===== src/hw/rtl/mgdtl_pkg.sv =====
`timescale 1ns / 1ps
// ----------------------------------------------------------------------------
// mgdtl_pkg
// Shared constants and types of the motion gated dark target locator: field
// widths, frame limits, register indexes and reset values.
// ----------------------------------------------------------------------------
package mgdtl_pkg;

  localparam int unsigned PixW     = 8;
  localparam int unsigned PosW     = 10;
  localparam int unsigned LimitW   = 20;
  localparam int unsigned CountW   = 21;
  localparam int unsigned CfgIdxW  = 3;
  localparam int unsigned CfgDataW = 20;

  localparam int unsigned MaxRows = 1024;
  localparam int unsigned MaxCols = 1024;
  localparam int unsigned RowW    = $clog2(MaxRows);
  localparam int unsigned ColW    = $clog2(MaxCols);

  localparam logic [RowW-1:0]   RowLast  = RowW'(MaxRows - 1);
  localparam logic [ColW-1:0]   ColLast  = ColW'(MaxCols - 1);
  localparam logic [CountW-1:0] CountMax = {CountW{1'b1}};

  localparam logic [PixW-1:0]   DiffThresholdRst = PixW'(20);
  localparam logic [LimitW-1:0] MotionLimitRst   = LimitW'(1000);
  localparam logic [PixW-1:0]   DarkLevelRst     = PixW'(70);
  localparam logic [PosW-1:0]   LockRadiusRst    = PosW'(5);
  localparam logic [PosW-1:0]   TargetColRst     = PosW'(235);
  localparam logic [PosW-1:0]   TargetRowRst     = PosW'(235);

  typedef enum logic [CfgIdxW-1:0] {
    RegDiffThreshold = 3'd0,
    RegMotionLimit   = 3'd1,
    RegDarkLevel     = 3'd2,
    RegLockRadius    = 3'd3,
    RegTargetCol     = 3'd4,
    RegTargetRow     = 3'd5
  } cfg_reg_e;

  typedef struct packed {
    logic [PixW-1:0] cur_blue;
    logic [PixW-1:0] cur_green;
    logic [PixW-1:0] cur_red;
    logic [PixW-1:0] prev_blue;
    logic [PixW-1:0] prev_green;
    logic [PixW-1:0] prev_red;
    logic            end_of_line;
    logic            end_of_frame;
  } pixel_t;

  typedef struct packed {
    logic            motion;
    logic [PosW-1:0] first_row;
    logic [PosW-1:0] first_col;
    logic [PosW-1:0] last_row;
    logic [PosW-1:0] last_col;
    logic [PosW-1:0] mid_row;
    logic [PosW-1:0] mid_col;
    logic            locked;
  } result_t;

  function automatic logic [PixW-1:0] abs_diff8(logic [PixW-1:0] a, logic [PixW-1:0] b);
    abs_diff8 = (a > b) ? (a - b) : (b - a);
  endfunction

  function automatic logic [PosW-1:0] abs_diff10(logic [PosW-1:0] a, logic [PosW-1:0] b);
    abs_diff10 = (a > b) ? (a - b) : (b - a);
  endfunction

endpackage


===== src/hw/rtl/motion_gated_dark_target_locator.sv =====
`timescale 1ns / 1ps
// ----------------------------------------------------------------------------
// motion_gated_dark_target_locator
// Per-frame motion count and dark target extents over a raster pixel stream.
//
// One pixel enters per transfer on the input channel (in_valid_i/in_stall_o)
// with current and previous frame BGR bytes and end of line / end of frame
// marks. Pixels land in an input register; once the output side advances,
// the pixel updates the row and column counters, the changed pixel count
// and the dark extents. On an end of frame pixel one result is loaded into
// the output register and offered on the output channel (out_valid_o/
// out_stall_i). The first frame after reset gives no result.
// Throughput is one pixel per cycle while the receiver does not stall; the
// single stage between the input register and the output register sets it.
// When the receiver stalls with a result pending, the stage holds and the
// input register fills, then in_stall_o rises until the result is taken.
// Reset clears the counters, extents and both valid flags and loads the
// register defaults. Registers are written through cfg_we_i/cfg_idx_i/
// cfg_wdata_i; the user writes only while no pixel is in flight (not enforced).
// ----------------------------------------------------------------------------
module motion_gated_dark_target_locator (
  input  logic                              clk_i,
  input  logic                              rst_ni,
  input  logic                              cfg_we_i,
  input  logic [mgdtl_pkg::CfgIdxW-1:0]     cfg_idx_i,
  input  logic [mgdtl_pkg::CfgDataW-1:0]    cfg_wdata_i,
  input  logic                              in_valid_i,
  output logic                              in_stall_o,
  input  logic [mgdtl_pkg::PixW-1:0]        cur_blue_i,
  input  logic [mgdtl_pkg::PixW-1:0]        cur_green_i,
  input  logic [mgdtl_pkg::PixW-1:0]        cur_red_i,
  input  logic [mgdtl_pkg::PixW-1:0]        prev_blue_i,
  input  logic [mgdtl_pkg::PixW-1:0]        prev_green_i,
  input  logic [mgdtl_pkg::PixW-1:0]        prev_red_i,
  input  logic                              end_of_line_i,
  input  logic                              end_of_frame_i,
  output logic                              out_valid_o,
  input  logic                              out_stall_i,
  output logic                              motion_o,
  output logic [mgdtl_pkg::PosW-1:0]        first_row_o,
  output logic [mgdtl_pkg::PosW-1:0]        first_col_o,
  output logic [mgdtl_pkg::PosW-1:0]        last_row_o,
  output logic [mgdtl_pkg::PosW-1:0]        last_col_o,
  output logic [mgdtl_pkg::PosW-1:0]        mid_row_o,
  output logic [mgdtl_pkg::PosW-1:0]        mid_col_o,
  output logic                              locked_o
);

  import mgdtl_pkg::*;

  // configuration
  logic [PixW-1:0]   diff_threshold_q;
  logic [LimitW-1:0] motion_limit_q;
  logic [PixW-1:0]   dark_level_q;
  logic [PosW-1:0]   lock_radius_q;
  logic [PosW-1:0]   target_col_q;
  logic [PosW-1:0]   target_row_q;

  // pipeline
  logic    pix_valid_q;
  pixel_t  pix_q;
  logic    out_valid_q;
  result_t out_q, out_d;
  logic    advance;
  logic    in_xfer;

  // frame state
  logic              ref_ready_q, ref_ready_d;
  logic [RowW-1:0]   row_q, row_d;
  logic [ColW-1:0]   col_q, col_d;
  logic [CountW-1:0] count_q, count_d;
  logic              dark_seen_q, dark_seen_d;
  logic [PosW-1:0]   first_row_q, first_row_d;
  logic [PosW-1:0]   first_col_q, first_col_d;
  logic [PosW-1:0]   last_row_q, last_row_d;
  logic [PosW-1:0]   last_col_q, last_col_d;

  logic              changed;
  logic              dark;
  logic              motion;
  logic [PosW:0]     sum_row;
  logic [PosW:0]     sum_col;
  logic [PosW-1:0]   mid_row;
  logic [PosW-1:0]   mid_col;
  logic              emit;

  always_ff @(posedge clk_i or negedge rst_ni) begin
    if (!rst_ni) begin
      diff_threshold_q <= DiffThresholdRst;
      motion_limit_q   <= MotionLimitRst;
      dark_level_q     <= DarkLevelRst;
      lock_radius_q    <= LockRadiusRst;
      target_col_q     <= TargetColRst;
      target_row_q     <= TargetRowRst;
    end else if (cfg_we_i) begin
      case (cfg_idx_i)
        RegDiffThreshold: diff_threshold_q <= cfg_wdata_i[PixW-1:0];
        RegMotionLimit:   motion_limit_q   <= cfg_wdata_i[LimitW-1:0];
        RegDarkLevel:     dark_level_q     <= cfg_wdata_i[PixW-1:0];
        RegLockRadius:    lock_radius_q    <= cfg_wdata_i[PosW-1:0];
        RegTargetCol:     target_col_q     <= cfg_wdata_i[PosW-1:0];
        RegTargetRow:     target_row_q     <= cfg_wdata_i[PosW-1:0];
        default: ;
      endcase
    end
  end

  assign advance    = !out_valid_q || !out_stall_i;
  assign in_stall_o = pix_valid_q && !advance;
  assign in_xfer    = in_valid_i && !in_stall_o;

  always_ff @(posedge clk_i or negedge rst_ni) begin
    if (!rst_ni) begin
      pix_valid_q <= 1'b0;
    end else if (in_xfer) begin
      pix_valid_q <= 1'b1;
    end else if (advance) begin
      pix_valid_q <= 1'b0;
    end
  end

  always_ff @(posedge clk_i) begin
    if (in_xfer) begin
      pix_q <= '{cur_blue:     cur_blue_i,
                 cur_green:    cur_green_i,
                 cur_red:      cur_red_i,
                 prev_blue:    prev_blue_i,
                 prev_green:   prev_green_i,
                 prev_red:     prev_red_i,
                 end_of_line:  end_of_line_i,
                 end_of_frame: end_of_frame_i};
    end
  end

  // per pixel update
  always_comb begin
    changed = (abs_diff8(pix_q.cur_red, pix_q.prev_red) > diff_threshold_q) &&
              (abs_diff8(pix_q.cur_blue, pix_q.prev_blue) > diff_threshold_q) &&
              (abs_diff8(pix_q.cur_green, pix_q.prev_green) > diff_threshold_q);
    dark    = (pix_q.cur_blue < dark_level_q) && (pix_q.cur_green < dark_level_q) &&
              (pix_q.cur_red < dark_level_q);

    count_d = (changed && count_q != CountMax) ? count_q + 1'b1 : count_q;

    dark_seen_d = dark_seen_q;
    first_row_d = first_row_q;
    first_col_d = first_col_q;
    last_row_d  = last_row_q;
    last_col_d  = last_col_q;
    if (dark) begin
      if (!dark_seen_q) begin
        dark_seen_d = 1'b1;
        first_row_d = PosW'(row_q);
        first_col_d = PosW'(col_q);
      end
      last_row_d = PosW'(row_q);
      last_col_d = PosW'(col_q);
    end

    motion  = count_d > CountW'(motion_limit_q);
    sum_row = {1'b0, first_row_d} + {1'b0, last_row_d};
    sum_col = {1'b0, first_col_d} + {1'b0, last_col_d};
    mid_row = sum_row[PosW:1];
    mid_col = sum_col[PosW:1];

    out_d = '0;
    out_d.motion = motion;
    if (!motion) begin
      out_d.first_row = first_row_d;
      out_d.first_col = first_col_d;
      out_d.last_row  = last_row_d;
      out_d.last_col  = last_col_d;
      out_d.mid_row   = mid_row;
      out_d.mid_col   = mid_col;
      out_d.locked    = (abs_diff10(mid_col, target_col_q) < lock_radius_q) &&
                        (abs_diff10(mid_row, target_row_q) < lock_radius_q);
    end

    emit        = pix_q.end_of_frame && ref_ready_q;
    ref_ready_d = ref_ready_q;
    row_d       = row_q;
    col_d       = col_q;
    if (pix_q.end_of_frame) begin
      ref_ready_d = 1'b1;
      row_d       = '0;
      col_d       = '0;
      count_d     = '0;
      dark_seen_d = 1'b0;
      first_row_d = '0;
      first_col_d = '0;
      last_row_d  = '0;
      last_col_d  = '0;
    end else if (pix_q.end_of_line) begin
      col_d = '0;
      if (row_q != RowLast) begin
        row_d = row_q + 1'b1;
      end
    end else if (col_q != ColLast) begin
      col_d = col_q + 1'b1;
    end
  end

  always_ff @(posedge clk_i or negedge rst_ni) begin
    if (!rst_ni) begin
      ref_ready_q <= 1'b0;
      row_q       <= '0;
      col_q       <= '0;
      count_q     <= '0;
      dark_seen_q <= 1'b0;
      first_row_q <= '0;
      first_col_q <= '0;
      last_row_q  <= '0;
      last_col_q  <= '0;
    end else if (pix_valid_q && advance) begin
      ref_ready_q <= ref_ready_d;
      row_q       <= row_d;
      col_q       <= col_d;
      count_q     <= count_d;
      dark_seen_q <= dark_seen_d;
      first_row_q <= first_row_d;
      first_col_q <= first_col_d;
      last_row_q  <= last_row_d;
      last_col_q  <= last_col_d;
    end
  end

  always_ff @(posedge clk_i or negedge rst_ni) begin
    if (!rst_ni) begin
      out_valid_q <= 1'b0;
    end else if (advance) begin
      out_valid_q <= pix_valid_q && emit;
    end
  end

  always_ff @(posedge clk_i) begin
    if (advance && pix_valid_q && emit) begin
      out_q <= out_d;
    end
  end

  assign out_valid_o = out_valid_q;
  assign motion_o    = out_q.motion;
  assign first_row_o = out_q.first_row;
  assign first_col_o = out_q.first_col;
  assign last_row_o  = out_q.last_row;
  assign last_col_o  = out_q.last_col;
  assign mid_row_o   = out_q.mid_row;
  assign mid_col_o   = out_q.mid_col;
  assign locked_o    = out_q.locked;

endmodule


===== config.mk =====
export PLATFORM = sky130hd
export DESIGN_NAME = motion_gated_dark_target_locator
export DESIGN_NICKNAME = d
export VERILOG_FILES = /design/src/hw/rtl/mgdtl_pkg.sv /design/src/hw/rtl/motion_gated_dark_target_locator.sv
export SDC_FILE = /design/constraint.sdc
export NUM_CORES = 1
export LEC_CHECK = 0
export BUFFER_PORTS_ARGS = -buffer_cell sky130_fd_sc_hd__buf_4
export CAP_MARGIN = 30
export CORE_MARGIN = 2
export CORE_UTILIZATION = 25
export DETAILED_ROUTE_END_ITERATION = 8
export HOLD_SLACK_MARGIN = 0.06
export PLACE_DENSITY = 0.38
export SLEW_MARGIN = 40
export SYNTH_ARGS = -nofsm -noshare
export SYNTH_HDL_FRONTEND = slang
export SYNTH_SLANG_ARGS = --single-unit

===== constraint.sdc =====
create_clock -name clk_i -period 9.81 [get_ports clk_i]
set_input_delay 0 -clock clk_i [delete_from_list [all_inputs] [get_ports clk_i]]
set_output_delay 0 -clock clk_i [all_outputs]
set_load 0.1 [all_outputs]

==> qor.yml, run 1 <==
outcome:
  status: "finished, final reports clean"
yosys:
  synth_area_per_cell_sq_um: 9.79
  synth-simple-area-share_pct: 12.8
  yosysTopAreaCellShare_pct: 19.7
  synthXorXnorAreaFrac_pct: 3.99
  synth_top_area_cell: "edfxtp_1"
  ys_seq_area_share_pct: 41.9
  synth_compound_area_share_pct: 13.7
  yosysMostFrequentCell: "inv_1"
  netlist_area_sq_mm: 0.0171
  synth-edff-count: 112
  yosys.area_share.adder_pct: 15.1
  synth_cell_types: 77
  synth_mux_area_share_pct: 6.86
  yosys_most_used_dff: "dfrtp_1"
  synth-seq-cells: 263
  synth_warnings: 0
  synth_nets: 2023
  netlist_instances: 1746
  synth_commonest_cells: "inv_1 (203), ha_1 (187), o21ai_0 (155)"
  synth-async-reset-ratio_pct: 57.4
  synth_area_leaders: "edfxtp_1 (20%), dfrtp_1 (18%), ha_1 (14%), o21ai_0 (4.5%), inv_1 (4.5%)"
  synth_top_family_by_area: "adder cells"
die:
  core_region_area_sq_mm: 0.0674
  die_x_um: 266
  initial_core_util_pct: 25.4
  die_h_um: 266
  core.rowCount: 95
  dieArea_sq_mm: 0.0705
  ios: 142
route:
  post_drt_via_cell_ratio: 4.55
  num_vias: 13158
  ant_nets: 0
  drt_wl_total_um: 50800
  drt_iter0_markers: 643
  drt_first_pass_iters: 5
  drc_errors: 0
  wire_per_inst_um: 17.6
clock_network:
  cts_root_buf: "clkbuf_16"
  cts_made_buffers: 37
  ctsHtreeMaxLevel: 2
  clock_latency_ns: 0.57
  cts_setup_buffers: 0
  cts_max_path_buffers: 3
  cts_tree: "done"
  ctsResizeCount: 0
  cts.sinks: 263
  clk_pin_slew_ns: 0.06
global_route:
  antenna_found_initial: 1
  grt_usage_pct: 14.6
  grt_pass1_wl_um: 79800
  grt_pass1_vias: 13668
  grt_remaining_overflow: 0
  grt_max_degree: 72
timing:
  rsz0062_at_grt: "no"
  clock_skew_ns: 0.0212
  timing.final.ws_setup_ns: 1.63
  fin_crit_ns: 8.18
  setup_viol: 0
  finalHoldViolCount: 0
  tns_ns: 0
  max_freq_mhz: 122
  slew_headroom_pct: 46.4
  fin_crit_sh_pct: 83.4
  tightest_slew_ns: 0.805
  final_max_slew_viol_count: 0
placed_design:
  gp_congestion: 0.820
  pre_cts_ws_ns: 1.70
  dp_hpwl_um: 38100
  io_buffers: 141
worst_setup_path:
  rr_startpoint: "dark_level_q[7]"
  worst-setup-path-type: "reg2reg"
  r2r_end: "locked_o"
  max_stage_delay_ns: 0.66
  crit_path_start: "dark_level_q[7]"
  cp-endpoint: "locked_o"
  crit_arrival_ns: 8.56
  rr_worst_depth: 32
  end_kind: "flop"
  crit_fanout: 22
  worst-r2r-setup-slack_ns: 1.63
  critPathLaunchType: "flop"
  crit_required_ns: 10.19
  cp_slowest_cell: "a2111oi_1"
  timing.critical_path.mode_cell: "ha_1"
pwr:
  ir_worst_vdd_mv: 0.113
  p_leak_nw: 9.99
  cellPowerDensity_mw_per_mm2: 189
min_path:
  worst_hold_path_type: "in2reg"
run:
  cap_violations: 0
layout:
  layout-drive-gt1-share_pct: 15.4
  nets: 2264
  syn_to_final_growth_pct: 25.2
  fill_cells: 6961
==> registers in the layout, indices dropped and copies added (netlist names), 8 cells and up <==
signal,count
mid_col_o,10
col_q,10
lock_radius_q,10
last_row_o,10
last_row_q,10
pix_q,50
row_q,10
target_col_q,10
target_row_q,10
first_col_o,10
dark_level_q,8
first_row_o,10
first_row_q,10
count_q,21
diff_threshold_q,8
last_col_q,10
last_col_o,10
first_col_q,10
motion_limit_q,20
mid_row_o,10
==> worst max-delay path: cells and delay by family, from the launching register on <==
family / cells / cell delay [ns]
compound gates: 13 / 3.25
simple gates: 7 / 1.33
fa+ha+maj: 4 / 1.16
mux: 2 / 0.84
buf+inv: 4 / 0.55
xor+xnor: 2 / 0.47
flops: 1 / 0.35
==> power breakdown <==
group          internal, W  switching [W]
Sequential         0.00129      0.0000816
Clock             0.000824       0.000548
Combinational     0.000500       0.000802
==> logic make-up after synthesis <==
logic type,after synthesis
AO/OA/AOI/OAI,374
multiplexers,112
buffers and inverters,253
AND/OR/NAND/NOR,467
flip-flops,263
adder cells (fa/ha/maj),199
XOR/XNOR,78
==> final cells by class <==
cell class	count	area, sq um	area share, %
well taps	873	1090	5.10
repair buffers	252	2150	10.0
diodes	1	2.50	0.0117
inverters	203	762	3.56
flip-flops and latches	263	7170	33.5
multi-input cells	1230	9010	42.1
clock buffers	45	986	4.60
clock inverters	23	238	1.11
==> layout by cell type, fill, tap and decap left out, types with 28 or more instances in the layout <==
| cell | netlist | routed |
|---|---|---|
| xnor2_1 | 51 | 51 |
| edfxtp_1 | 112 | 112 |
| mux2i_1 | 74 | 74 |
| nand4_1 | 28 | 28 |
| nand2_1 | 153 | 152 |
| nand3_1 | 33 | 33 |
| inv_1 | 203 | 202 |
| a21oi_1 | 76 | 76 |
| o21ai_0 | 155 | 154 |
| dfrtp_1 | 126 | 126 |
| mux2_2 | 37 | 37 |
| ha_1 | 187 | 187 |
| a21o_1 | 29 | 29 |
| dlygate4sd3_1 | 0 | 87 |
| clkbuf_16 | 0 | 37 |
| buf_4 | 0 | 159 |
| nor2_1 | 136 | 136 |
==> per-layer routing <==
metal | vias up | track usage, % | wire length (um)
li1 | 6602 | - | -
met1 | 6302 | 19.7 | 24500
met2 | 184 | 24.3 | 23600
met3 | 70 | 2.16 | 1550
met4 | 0 | 3.74 | 1100
met5 | - | 0 | 0
==> how the worst min path moves through the flow <==
stage	from	endpoint	slack, ns	depth (start not counted)
after floorplan	rst_ni	col_q[0]	-0.30	0
after global placement	rst_ni	count_q[14]	-0.08	1
after detailed placement	rst_ni	count_q[14]	-0.08	1
after CTS	cfg_we_i	diff_threshold_q[2]	0.06	5
after global routing	cfg_we_i	diff_threshold_q[2]	0.1	5
final	cfg_we_i	diff_threshold_q[2]	0.09	5
==> metrics by stage <==
step	total power [W]	utilization [%]	instance area (sq um)	std cells	hold slack, ns
after global routing	0.00434	31.8	21400	2889	0.0954
after floorplan	0.00229	-	17100	1746	-0.296
final	0.00404	31.8	21400	2890	0.0879
after CTS	0.00412	31.7	21400	2888	0.0619
after detailed placement	0.00268	28.6	19300	2732	-0.0797
after global placement	0.00266	28.6	19300	2732	-0.0790
==> what timing repair did <==
| item | CTS | global route |
|---|---|---|
| hold buffers | 88 | 0 |
| setup endpoints to repair | 0 | 0 |
| hold endpoints to repair | 200 | 0 |
Power figures use the tool's default switching activity.
==> run 2: changes to the inputs <==
ABC_AREA = 1   (was not set)
clock period = 8.3 ns   (was 9.81 ns; I/O delays follow)
==> qor.yml, run 2 <==
pwr:
  p_clk_share_pct: 24.5  # -9.4 points
  p_comb_share_pct: 48.7  # +17 points
  switching_share_pct: 43.7  # +8.3 points
  p_int_w: 0.00364  # +39%
  p_switching_w: 0.00282  # +97%
  p_seq_share_pct: 26.8  # -7.1 points
  ir_worst_vdd_mv: 0.125  # +11%
  p_leak_nw: 10.2  # +2.3%
  cellPowerDensity_mw_per_mm2: 303  # +60%
yosys:
  synth_top_area_cell: "edfxtp_1"
  synth_nets: 2338  # +16%
  synth_warnings: 0  # unchanged
  synth-seq-cells: 263  # unchanged
  netlist_instances: 2061  # +18%
  synth_cell_types: 51  # -34%
  yosysTopAreaCellShare_pct: 19.5  # -0.15 points
  netlist_area_sq_mm: 0.0172  # +0.78%
  synth_commonest_cells: "inv_1 (389), nand2_1 (386), ha_1 (187)"
  synth_area_leaders: "edfxtp_1 (20%), dfrtp_1 (18%), ha_1 (14%), inv_1 (8.5%), nand2_1 (8.4%)"
  ys_seq_area_share_pct: 41.6  # -0.32 points
  yosys_most_used_dff: "dfrtp_1"
  synth-edff-count: 112  # unchanged
  yosysMostFrequentCell: "inv_1"
  synth_area_per_cell_sq_um: 8.36  # -15%
  synth-async-reset-ratio_pct: 57.4  # unchanged
layout:
  diodes: 0  # -1
  nets: 2562  # +13%
  regMostFlops: "pix_q"
  largest_reg_flops: 50  # unchanged
  final_common_cell: "inv_1"
  final_cell_mix: "inv_1 (387), nand2_1 (385), ha_1 (187), o21ai_0 (155), buf_4 (152)"
  fill_cells: 7320  # +5.2%
  syn_to_final_growth_pct: 23.8
  layout-drive-gt1-share_pct: 12.5  # -2.9 points
  top_regs: "pix_q (50), count_q (21), motion_limit_q (20)"
  fin_area_sq_mm: 0.0213  # -0.39%
global_route:
  grt_remaining_overflow: 0  # unchanged
  antenna_found_initial: 0  # -1
  grt_max_degree: 85  # +18%
  grt_usage_pct: 14.7  # +0.13 points
  grt_pass1_wl_um: 81300  # +1.8%
  grt_pass1_vias: 14230  # +4.1%
clock_network:
  clk_pin_slew_ns: 0.06  # about the same
  ctsResizeCount: 0  # unchanged
  cts_made_buffers: 36  # -2.7%
  cts_max_path_buffers: 3  # unchanged
  cts_setup_buffers: 0  # unchanged
  cts.sinks: 263  # unchanged
  clock_latency_ns: 0.56  # about the same
  cts_root_buf: "clkbuf_16"
  ctsHtreeMaxLevel: 2  # unchanged
  cts_tree: "done"
route:
  drt_iter0_markers: 770  # +20%
  ant_nets: 0  # unchanged
  drt_wl_total_um: 51600  # +1.6%
  wire_per_inst_um: 16.2  # -8.0%
  drt_first_pass_iters: 5  # unchanged
  post_drt_via_cell_ratio: 4.41  # -3.2%
  drc_errors: 0  # unchanged
  num_vias: 14079  # +7.0%
placed_design:
  dp_hpwl_um: 39300  # +2.9%
  gp_congestion: 0.855  # +4.3%
  io_buffers: 141  # unchanged
  dpl-instance-area_sq_mm: 0.0193  # +0.39%
worst_setup_path:
  critPathLaunchType: "flop"
  max_stage_delay_ns: 0.53  # -0.13 ns
  crit_required_ns: 8.60  # -1.59 ns
  crit_fanout: 41  # +86%
  end_kind: "flop"
  cp_slowest_cell: "dfstp_2"
  crit_arrival_ns: 7.58  # -0.98 ns
  worst-setup-path-type: "reg2reg"
die:
  dieArea_sq_mm: 0.0711  # +0.76%
  ios: 142  # unchanged
  core.rowCount: 96  # +1.1%
  die_x_um: 267  # +0.38%
  core_region_area_sq_mm: 0.0685  # +1.6%
  die_h_um: 267  # +0.38%
  initial_core_util_pct: 25.2  # -0.20 points
timing:
  rsz0062_at_grt: "no"
  fin_crit_ns: 7.28  # -0.905 ns
  tns_ns: 0  # unchanged
  tightest_slew_ns: 0.769  # -0.0355 ns
  max_freq_mhz: 137  # +12%
  fin_crit_sh_pct: 87.7  # +4.3 points
  setup_viol: 0  # unchanged
  final_max_slew_viol_count: 0  # unchanged
  clock_skew_ns: 0.0358  # +0.0146 ns
  finalHoldViolCount: 0  # unchanged
  slew_headroom_pct: 48.7  # +2.4 points
outcome:
  status: "finished, final reports clean"
min_path:
  worst_hold_path_type: "in2reg"
run:
  cap_violations: 0  # unchanged
[run 2: cell count changes in the layout (fill, tap and decap cells not counted), sizes merged, moves of 31 or more]
cell / delta
nand2: +244
inv: +195
a21oi: +66
mux2i: -64
o22ai: +44
xnor2: -39
xor2: +33
mux2: -31
[run 2: cells by family (layout without fill, tap and decap cells)]
| group | count (synthesis) | in the layout | share of synthesized area, % |
|---|---|---|---|
| and+or+nand+nor | 666 | 666 | 16.0 |
| buffers and inverters | 445 | 695 | 9.82 |
| AOI/OAI and AO/OA | 399 | 399 | 12.8 |
| DFF | 263 | 263 | 41.6 |
| adders and majority gates | 199 | 199 | 15.0 |
| xor gates and xnor gates | 72 | 72 | 3.75 |
| muxes | 17 | 17 | 1.04 |
[run 2: worst paths after layout]
path                                startpoint             endpoint  slack (ns)  cells after the start
setup / recovery               dark_level_q[6]             locked_o        1.02                     36
hold / removal                    cfg_idx_i[0]  diff_threshold_q[2]         0.1                      4
setup reg to reg               dark_level_q[6]             locked_o        1.02                     36
hold reg to reg            diff_threshold_q[5]  diff_threshold_q[5]        0.48                      2
max in group asynchronous               rst_ni     lock_radius_q[5]        6.78                      4
min in group asynchronous               rst_ni        last_col_q[9]        0.50                      3
[run 2: metrics by stage]
| stage | utilization [%] | instances | power, W | hold WS (ns) | worst slack (ns) |
|---|---|---|---|---|---|
| after floorplan | - | 2061 | 0.00403 | -0.296 | 2.20 |
| after global placement | 28.2 | 3052 | 0.00490 | 0.171 | 1.15 |
| after detailed placement | 28.3 | 3052 | 0.00491 | 0.0868 | 1.04 |
| after CTS | 31.1 | 3191 | 0.00658 | 0.0715 | 1.02 |
| after global routing | 31.2 | 3193 | 0.00705 | 0.138 | 0.126 |
| final | 31.2 | 3193 | 0.00647 | 0.0978 | 1.02 |
[run 2: layer usage]
metal / part of all wire, % / global-route usage, % / wire length, um / vias up
met1: 49 / 20.3 / 25100 / 6568
li1: - / - / - / 7193
met3: 3.8 / 2.35 / 1940 / 67
met4: 2.7 / 4.48 / 1400 / 0
met5: 0 / 0 / 0 / -
met2: 45 / 23.5 / 23200 / 251
[run 2: power by group through the flow]
stage / clock network, W / logic [W] / registers, W
2_1_floorplan: 0 / 0.00206 / 0.00197
3_3_place_gp: 0 / 0.00314 / 0.00176
3_5_place_dp: 0 / 0.00315 / 0.00176
4_1_cts: 0.00165 / 0.00319 / 0.00174
5_1_grt: 0.00170 / 0.00359 / 0.00176
6_report: 0.00158 / 0.00315 / 0.00173
[run 2: worst max-delay path: cells and delay by family (launching register included)]
family / cells / cell delay (ns)
compound gates: 5 / 1.01
xor+xnor: 2 / 0.28
fa+ha+maj: 4 / 1.48
buf+inv: 6 / 0.86
flops: 1 / 0.53
simple gates: 19 / 2.81
[run 2: timing repair]
item | CTS | global route
hold buffers | 75 | 1
setup endpoints to repair | 0 | 0
hold endpoints to repair | 201 | 36
[run 2: area by class of cell]
cell class | instances | area (sq um) | area share (%)
Multi-Input combinational cell | 1353 | 8380 | 39.3
Clock inverter | 21 | 246 | 1.16
Inverter | 398 | 1490 | 7.00
Tap cell | 882 | 1100 | 5.17
Clock buffer | 43 | 947 | 4.44
Sequential cell | 263 | 7170 | 33.6
Timing Repair Buffer | 233 | 1990 | 9.31
==> run 3: changes to the inputs <==
CORE_MARGIN = 8   (was 2)
==> qor.yml, run 3 (synthesis gave the netlist of run 2 again) <==
worst_setup_path:
  cp-endpoint: "locked_o"
  crit_fanout: 41  # unchanged
  rr_worst_depth: 43  # +19%
  crit_arrival_ns: 7.70  # +0.12 ns
  end_kind: "flop"
  worst-setup-path-type: "reg2reg"
  r2r_end: "locked_o"
  crit_path_start: "dark_level_q[6]"
  critPathLaunchType: "flop"
  timing.critical_path.mode_cell: "nor2_1"
  crit_required_ns: 8.70  # +0.10 ns
  rr_startpoint: "dark_level_q[6]"
  cp_slowest_cell: "dfstp_2"
  worst-r2r-setup-slack_ns: 1.00  # -0.02 ns
  max_stage_delay_ns: 0.53  # about the same
run:
  cap_violations: 0  # unchanged
layout:
  top_regs: "pix_q (50), count_q (21), motion_limit_q (20)"
  final_cell_mix: "inv_1 (387), nand2_1 (384), ha_1 (187), o21ai_0 (155), buf_4 (151)"
  regMostFlops: "pix_q"
  layout-drive-gt1-share_pct: 12.5  # +0.038 points
  seqCellArea_sq_mm: 0.00717  # unchanged
  nets: 2560  # -0.078%
  diodes: 0  # unchanged
  fill_cells: 7281  # -0.53%
  largest_reg_flops: 50  # unchanged
  final_common_cell: "inv_1"
  multiInputGateArea_sq_mm: 0.00839  # about the same
  syn_to_final_growth_pct: 23.8  # about the same
pwr:
  ir_worst_vdd_mv: 0.139  # +11%
  cellPowerDensity_mw_per_mm2: 306  # +1.0%
  p_leak_nw: 10.2  # about the same
timing:
  slew_headroom_pct: 49.0  # +0.25 points
  rsz0062_at_grt: "no"
  finalHoldViolCount: 0  # unchanged
  max_freq_mhz: 137  # -0.24%
  tightest_slew_ns: 0.765  # -0.00377 ns
  setup_viol: 0  # unchanged
  fin_crit_sh_pct: 87.9  # +0.21 points
  final_max_slew_viol_count: 0  # unchanged
  fin_crit_ns: 7.30  # +0.0172 ns
  clock_skew_ns: 0.0254  # -0.0104 ns
  tns_ns: 0  # unchanged
  holdWs_ns: 0.0542  # -0.0435 ns
clock_network:
  cts_made_buffers: 37  # +2.8%
  clock_latency_ns: 0.55  # about the same
  cts_max_path_buffers: 3  # unchanged
  clk_pin_slew_ns: 0.06  # about the same
  cts_root_buf: "clkbuf_16"
  ctsHtreeMaxLevel: 2  # unchanged
  cts_tree: "done"
  cts.sinks: 263  # unchanged
die:
  die_x_um: 279  # +4.5%
  core.rowCount: 96  # unchanged
  die_h_um: 279  # +4.5%
  initial_core_util_pct: 25.2  # unchanged
  dieArea_sq_mm: 0.0776  # +9.2%
  ios: 142  # unchanged
  core_region_area_sq_mm: 0.0685  # unchanged
min_path:
  worst_hold_path_type: "in2async"
route:
  drt_iter0_markers: 719  # -6.6%
  drt_wl_total_um: 54100  # +4.8%
  num_vias: 14240  # +1.1%
  ant_nets: 0  # unchanged
  drt_first_pass_iters: 5  # unchanged
  post_drt_via_cell_ratio: 4.46  # +1.1%
  drc_errors: 0  # unchanged
  wire_per_inst_um: 16.9  # +4.8%
placed_design:
  gp_congestion: 0.851  # -0.49%
  io_buffers: 141  # unchanged
  dp_hpwl_um: 40900  # +4.3%
global_route:
  grt_pass1_wl_um: 85200  # +4.9%
  grt_remaining_overflow: 0  # unchanged
  grt_max_degree: 81  # -4.7%
  grt_pass1_vias: 14888  # +4.6%
  grt_usage_pct: 13.9  # -0.84 points
  antenna_found_initial: 2  # +2
outcome:
  status: "finished, final reports clean"
==> run 3: cell count changes in the layout (fill, tap and decap cells not counted), sizes merged <==
cell,delta
buf,-2
clkbuf,+4
inv,+1
clkinvlp,-1
dlygate4sd3,-1
==> run 3: critical path, delay by kind of cell (launching register included) <==
kind,cells,cell delay (ns)
simple gates,18,2.34
compound gates,13,1.80
fa+ha+maj,4,1.31
buf+inv,6,0.75
flops,1,0.53
xor+xnor,2,0.42
==> run 3: timing repair <==
item,4_1_cts,5_1_grt
hold buffers,75,0
setup buffers,0,0
endpoints found under the setup margin,0,1
gates resized for setup,0,1
endpoints found under the hold margin,197,0
==> run 3: worst min path at each step <==
stage,start,end
3_5_place_dp,rst_ni,target_col_q[9]
2_1_floorplan,rst_ni,col_q[0]
4_1_cts,cfg_idx_i[0],diff_threshold_q[4]
5_1_grt,rst_ni,lock_radius_q[9]
3_3_place_gp,rst_ni,target_col_q[9]
6_report,rst_ni,target_col_q[9]
==> run 3: routing by layer <==
layer	GRT usage, %	up-vias	wire, um
met2	22.9	267	25000
met5	0	-	0
li1	-	7172	-
met3	2.28	77	2100
met1	18.5	6724	25600
met4	4.08	0	1470
==> run 3: power by group <==
| group | internal (W) | switching, W | leakage [nW] | total [W] |
|---|---|---|---|---|
| Sequential | 0.00159 | 0.000140 | 3.00 | 0.00174 |
| Clock | 0.000981 | 0.000645 | 0.602 | 0.00163 |
| Combinational | 0.00110 | 0.00206 | 6.63 | 0.00317 |
| Total | 0.00368 | 0.00285 | 10.2 | 0.00653 |
==> run 3: layout make-up <==
type / count / area share (%)
Timing Repair Buffer: 230 / 9.10
Clock buffer: 47 / 4.66
Inverter: 398 / 7.00
Clock inverter: 21 / 1.11
Tap cell: 882 / 5.17
Sequential cell: 263 / 33.6
Multi-Input combinational cell: 1353 / 39.3
==> run 3: metrics by stage <==
| stage | area (sq um) | utilization (%) | total power, W | instances | worst slack (ns) |
|---|---|---|---|---|---|
| finish | 21300 | 31.2 | 0.00653 | 3194 | 1.00 |
| global route | 21300 | 31.2 | 0.00713 | 3194 | 0.159 |
| CTS | 21300 | 31.1 | 0.00665 | 3194 | 0.776 |
| detailed placement | 19300 | 28.3 | 0.00493 | 3051 | 0.838 |
| global placement | 19300 | 28.2 | 0.00493 | 3051 | 0.947 |
| floorplan | 17200 | - | 0.00403 | 2061 | 2.20 |
